`config.mk`:
```
export PLATFORM = sky130hd
export DESIGN_NAME = cpa_ctrl
export DESIGN_NICKNAME = d
export VERILOG_FILES = /design/src/design/cpa_pkg.sv /design/src/design/cpa_ctrl.sv
export SDC_FILE = /design/constraint.sdc
export NUM_CORES = 1
export LEC_CHECK = 0
export BUFFER_PORTS_ARGS = -buffer_cell sky130_fd_sc_hd__clkbuf_2
export CORE_AREA = 2 2 39 41
export DETAILED_ROUTE_END_ITERATION = 12
export DIE_AREA = 0 0 41 43
export GPL_TIMING_DRIVEN = 0
export PLACE_DENSITY = 0.5
export SLEW_MARGIN = 15
export SYNTH_ARGS = -nofsm -noshare
export SYNTH_HDL_FRONTEND = slang
export SYNTH_SLANG_ARGS = --single-unit
export TNS_END_PERCENT = 1
```
`constraint.sdc`:
```
create_clock -name clk -period 1.8 [get_ports clk]
set_clock_uncertainty 0.1 [all_clocks]
set_input_delay 0.18 -clock clk [delete_from_list [all_inputs] [get_ports clk]]
set_output_delay 0.18 -clock clk [all_outputs]
set_load 0.005 [all_outputs]
```
`src/design/cpa_pkg.sv`:
```
// ----------------------------------------------------------------------------
// cpa_pkg: shared types and constants for the cell pool allocator
// Pool geometry, word layouts, action and status codes, control structs.
// ----------------------------------------------------------------------------
`default_nettype none

package cpa_pkg;

	// pool geometry
	localparam int CELLS_PER_BLOCK = 256;
	localparam int NUM_BLOCKS      = 16;
	localparam int POOL_CELLS      = CELLS_PER_BLOCK * NUM_BLOCKS;

	// map is held as rows of ROW_CELLS cells, two bits per cell
	localparam int ROW_CELLS      = 16;
	localparam int ROW_W          = 2 * ROW_CELLS;
	localparam int NUM_ROWS       = POOL_CELLS / ROW_CELLS;
	localparam int ROWS_PER_BLOCK = CELLS_PER_BLOCK / ROW_CELLS;

	localparam int COL_W    = $clog2(ROW_CELLS);
	localparam int ROW_AW   = $clog2(NUM_ROWS);
	localparam int RPB_W    = $clog2(ROWS_PER_BLOCK);
	localparam int BLK_W    = $clog2(NUM_BLOCKS);
	localparam int IDX_W    = 12;
	localparam int CNT_W    = 13;
	localparam int ROVER_W  = $clog2(CELLS_PER_BLOCK) + 1;
	localparam int STACK_AW = $clog2(POOL_CELLS);

	// actions
	localparam logic [1:0] ACT_ALLOC = 2'd0;
	localparam logic [1:0] ACT_FREE  = 2'd1;
	localparam logic [1:0] ACT_MARK  = 2'd2;
	localparam logic [1:0] ACT_SWEEP = 2'd3;

	// status codes
	localparam logic [2:0] ST_OK       = 3'd0;
	localparam logic [2:0] ST_NOFREE   = 3'd1;
	localparam logic [2:0] ST_MARKED   = 3'd2;
	localparam logic [2:0] ST_NOTALLOC = 3'd3;
	localparam logic [2:0] ST_OVERFLOW = 3'd4;

	typedef struct packed {
		logic [1:0]       action;
		logic [IDX_W-1:0] cell_index;
	} req_word_t;

	typedef struct packed {
		logic [2:0]       status;
		logic [IDX_W-1:0] result_cell;
		logic [CNT_W-1:0] used_cells;
		logic [CNT_W-1:0] freed_cells;
	} rsp_word_t;

	// controller -> datapath
	typedef struct packed {
		logic do_push;
		logic do_pop;
		logic pop_done;
		logic mark_rd;
		logic mark_chk;
		logic scan_init;
		logic sweep_init;
	} dp_cmd_t;

	// datapath -> controller
	typedef struct packed {
		logic pop_ok;
		logic scan_hit;
		logic scan_fail;
		logic sweep_done;
	} dp_stat_t;

endpackage

`default_nettype wire

```
`src/design/cpa_ctrl.sv`:
```
// ----------------------------------------------------------------------------
// cpa_ctrl: action sequencer
// Takes one request word at a time and steps the datapath through it.
// ----------------------------------------------------------------------------
`default_nettype none

module cpa_ctrl (
	input  wire logic              clk,
	input  wire logic              arst_n,
	input  wire logic              req_valid,
	input  wire logic [1:0]        action,
	input  wire logic              out_free,
	input  wire cpa_pkg::dp_stat_t stat,
	output logic                   req_stall,
	output logic                   load_out,
	output cpa_pkg::dp_cmd_t       cmd
);

	typedef enum logic [2:0] {
		S_IDLE,
		S_POP_WAIT,
		S_MARK_CHK,
		S_SCAN,
		S_SWEEP,
		S_RESULT
	} state_t;

	state_t state_q;
	state_t state_d;

	always_comb begin
		cmd       = '0;
		load_out  = 1'b0;
		req_stall = 1'b1;
		state_d   = state_q;
		unique case (state_q)
			S_IDLE: begin
				req_stall = 1'b0;
				if (req_valid) begin
					unique case (action)
						cpa_pkg::ACT_ALLOC: begin
							if (stat.pop_ok) begin
								cmd.do_pop = 1'b1;
								state_d    = S_POP_WAIT;
							end else begin
								cmd.scan_init = 1'b1;
								state_d       = S_SCAN;
							end
						end
						cpa_pkg::ACT_FREE: begin
							cmd.do_push = 1'b1;
							state_d     = S_RESULT;
						end
						cpa_pkg::ACT_MARK: begin
							cmd.mark_rd = 1'b1;
							state_d     = S_MARK_CHK;
						end
						cpa_pkg::ACT_SWEEP: begin
							cmd.sweep_init = 1'b1;
							state_d        = S_SWEEP;
						end
					endcase
				end
			end
			S_POP_WAIT: begin
				cmd.pop_done = 1'b1;
				state_d      = S_RESULT;
			end
			S_MARK_CHK: begin
				cmd.mark_chk = 1'b1;
				state_d      = S_RESULT;
			end
			S_SCAN: begin
				if (stat.scan_hit || stat.scan_fail) begin
					state_d = S_RESULT;
				end
			end
			S_SWEEP: begin
				if (stat.sweep_done) begin
					state_d = S_RESULT;
				end
			end
			S_RESULT: begin
				if (out_free) begin
					load_out = 1'b1;
					state_d  = S_IDLE;
				end
			end
			default: begin
				state_d = S_IDLE;
			end
		endcase
	end

	always_ff @(posedge clk or negedge arst_n) begin
		if (!arst_n) begin
			state_q <= S_IDLE;
		end else begin
			state_q <= state_d;
		end
	end

endmodule

`default_nettype wire

```
Word-level counts from Yosys, hierarchy flattened
Cells that the tools add are included.
{"block": "classes", "n_eq_ne": 12, "mux": 25, "reduce_logical": 5}
{"op": "case mux 3 bit (5 select lines)", "n": 1}
{"op": "2-to-1 mux 1 bit", "n": 14}
{"op": "2-to-1 mux 3 bit", "n": 4}
{"op": "case mux 3 bit (4 select lines)", "n": 1}
{"op": "2-to-1 mux 2 bit", "n": 5}
{"op": "inequality test 2 bit (second input constant)", "n": 4}
{"op": "== test 3 x 2 -> 1 bit (second input constant)", "n": 2}
{"op": "== test 3 bit (second input constant)", "n": 2}
{"op": "== test 2 bit (second input constant)", "n": 2}
{"op": "AND reduction 4 bit", "n": 1}
{"op": "== test 3 x 1 -> 1 bit (second input constant)", "n": 1}
{"op": "logical NOT 3 bit", "n": 1}
{"op": "== test 2 x 1 -> 1 bit (second input constant)", "n": 1}
{"op": "logical NOT 2 bit", "n": 1}
{"op": "OR reduction 2 bit", "n": 1}
{"op": "logical OR 1 bit", "n": 1}
{"block": "totals", "ff_bits": 3, "inputBits": 10, "output_inout_bits": 9, "wordCells": 43}

Logic depth before layout (Yosys ltp)
{"block": "depth", "ltp_word": 4, "depth_mapped": 4, "ltp_nobuf": 3}

Worst setup path before layout
OpenSTA, ideal clock, no wires.
{"block": "synth_timing", "path_type": "reg-to-output", "from": "reg state_q[2]", "to": "out cmd[6] in the netlist's numbering", "t_arrival_ns": 1.056, "required_ns": 1.520, "slack_ns": 0.464, "stages_incl_launch_ff": 4, "n_path_buf": 1, "cell_sequence": "dfrtp_1 buf_6 or3_4 nor3_2"}
{"item": "start: declaration", "line_no": "cpa_ctrl.sv:28", "source": "state_t state_q;"}
{"item": "start signal: assignment", "line_no": "cpa_ctrl.sv:99", "source": "state_q <= state_d;"}
{"item": "end: declaration", "line_no": "cpa_ctrl.sv:16", "source": "output cpa_pkg::dp_cmd_t cmd"}

==> metrics.md <==
| Metric | Value |
|---|---|
| CP max stage delay | `0.40 ns` |
| Post-route ant nets | `0` |
| Vias per inst | `4.370` |
| Hold Fails Final Rpt | `0` |
| FP Rows | `14` |
| Crit Path Max Fanout | `9` |
| DRC | `0` |
| #FFs+latches synth | `3` |
| CTS resizes | `0` |
| LEAKAGE | `0.0002153 µW` |
| Clock-pin slew on the worst setup and hold paths | `0.04 ns` |
| Drt total wl | `750 µm` |
| Maximum clock frequency | `590.2 MHz` |
| Vias | `319` |
| Dpl hpwl | `572.9 µm` |
| Final net count | `68` |
| Max Cap Viol | `0` |
| Root Driver | `clkbuf_4` |
| Max_slew headroom | `0.8174` |
| Cells after Synth | `34` |
| # clock sinks | `3` |
| R2R Setup Slk | `0.51 ns` |
| Critical Setup Path Class | `reg2out` |
| CP bufs+invs | `2` |
| EDFF count, synth | `0` |
| Die height | `43 µm` |
| Final Max Tran Viols | `0` |
| Slowest stage cell, crit path | `or3_4` |
| FF/Latch Area | `75.07 µm²` |
| Largest net degree at the start of global routing | `10` |
| Design area | `432.9 µm²` |
| Area of the multi-input gates | `191.4 µm²` |
| Hold Path Class | `in2reg` |
| Outcome | `finished clean` |
| Count of input and output buffers | `18` |
| Pwr dens | `1034 nW/µm²` |
| Kind of cell adding the most delay to the critical path | `simple AND/OR/NAND/NOR gates` |
| Synth Net Count | `44` |
| DP Area | `396.6 µm²` |
| Most frequent cells in the layout | `clkbuf_2, nor2_1, nand2_1` |
| GRT Overall Usage | `0.1062` |
| Worst Tran Pin Value | `0.2739 ns` |
| Largest cells by area after synthesis | `dfrtp_1, nor4b_4, a21oi_1` |
| Post-Syn Area | `286.5 µm²` |
| DR iter-0 viols | `6` |
| Worst Path Arrival | `1.41 ns` |
| N_diodes | `0` |
| Post-CTS setup buffers | `0` |
| RSZ-0062 raised after global routing | `false` |
| Cell variety after synth | `21` |
| Top flop regs | `state_q (3)` |
| Max reg flops | `3` |
| Synthesized area per cell | `8.427 µm²` |
| Width of the die | `41 µm` |
| H-tree Lvls | `1` |
| Ys flop type | `dfrtp_1` |
| Core Footprint | `1384 µm²` |
| CTS Hold Bufs | `1` |
| Worst VDD drop | `427.0 µV` |
| Setup TNS | `0 ns` |
| Minimum clock period | `1.694 ns` |
| Share of cells above drive strength 1 | `0.5088` |
| I/O pin count | `19` |
| Clock Tree Buf Depth | `2` |
| DRT Pass-1 Iters | `2` |
| Post-synthesis sequential area ratio | `0.2620` |
| Largest Register | `state_q` |
| Die Area | `1763 µm²` |
| P&R area growth vs syn | `51.09%` |
| Fill cell count | `157` |
| Ys Warns | `0` |
| CP required | `1.52 ns` |
| Number of global-route vias before repair | `304` |
| Wire length per cell | `10.27 µm` |
| Startpoint types | `flip-flop` |
| CP Cell Sequence | `buf_6 -> or3_4 -> nor3_2 -> clkbuf_2` |
| Clock tree from TritonCTS | `done` |
| Fraction of registers with async set/reset | `1.000` |
| Total grt overflow | `0` |
| Clock buffer count from CTS | `3` |
| Critical path capture point type | `primary output` |
| Initial cell density of the core | `0.2071` |
| Fin crit share | `0.9413` |
| Most common cell after layout, fill and taps aside | `clkbuf_2` |
| Clock Latency Late Sink | `0.24 ns` |
| Setup Viol. Count Final | `0` |
| Routability-driven placement congestion ratio | `0.5951` |
| Post-synth top area cell | `dfrtp_1` |
| Antenna violations before repair | `0` |
| Share of the synthesized area in the top cell type | `0.2620` |
| First-pass GRT wire length | `1235 µm` |
cells by family (layout without fill, tap and decap cells):
family / Yosys count / in the layout / synth area share
simple gates: 23 / 23 / 0.5589
compound gates: 5 / 5 / 0.1092
flops: 3 / 3 / 0.2620
buf+inv: 3 / 26 / 0.06984
synth_stat cells (2+ instances only):
cell,number
a21oi_1,3
nand2_1,4
nor2_1,4
dfrtp_1,3
and3_1,2
nor3_1,3
layout make-up:
class	count	share of cell area
Buffer	2	0.03757
Clock buffer	4	0.06069
Inverter	1	0.008671
Multi-Input combinational cell	28	0.4422
Sequential cell	3	0.1734
Tap cell	16	0.04624
Timing Repair Buffer	19	0.2312
report_power, final:
group          leakage [µW]  internal (µW)  switching [µW]
clock             0.0000150           83.3            39.1
combinational      0.000165            106            99.3
sequential        0.0000354           90.0            30.2
total              0.000215            279             169
worst reg2reg max path, cell delays in order (launching register included):
cell and delay (ns):
dfrtp_1 0.36, buf_6 0.14, or3_4 0.41, a21oi_2 0.11, nor3_1 0.05
worst paths after layout:
kind	startpoint	to	cells after the start
setup / recovery	state_q[2]	cmd[6]	4
hold / removal	stat[3]	state_q[1]	4
setup reg to reg	state_q[2]	state_q[2]	4
hold reg to reg	state_q[2]	state_q[1]	2
max in group asynchronous	arst_n	state_q[1]	2
min in group asynchronous	arst_n	state_q[0]	2
per-stage QoR:
step / power [µW] / utilization / setup slack, ns / hold slack, ns / std cells
floorplan: 260.0 / - / 0.4640 / -0.2156 / 34
global placement: 326.2 / 0.2866 / 0.3512 / -0.1220 / 68
detailed placement: 329.5 / 0.2866 / 0.3507 / -0.1216 / 68
CTS: 459.0 / 0.3128 / 0.09043 / 0.1648 / 73
global route: 490.6 / 0.3128 / 0.05041 / 0.1835 / 73
finish: 447.7 / 0.3128 / 0.1057 / 0.1745 / 73
layer usage:
layer,track usage,vias up,routed length (µm)
li1,-,166,-
met1,0.1214,134,348
met2,0.1469,16,318
met3,0.06283,3,76
met4,0.06000,0,7
met5,0,-,0
Note: power is estimated with default switching activity, not from simulation.
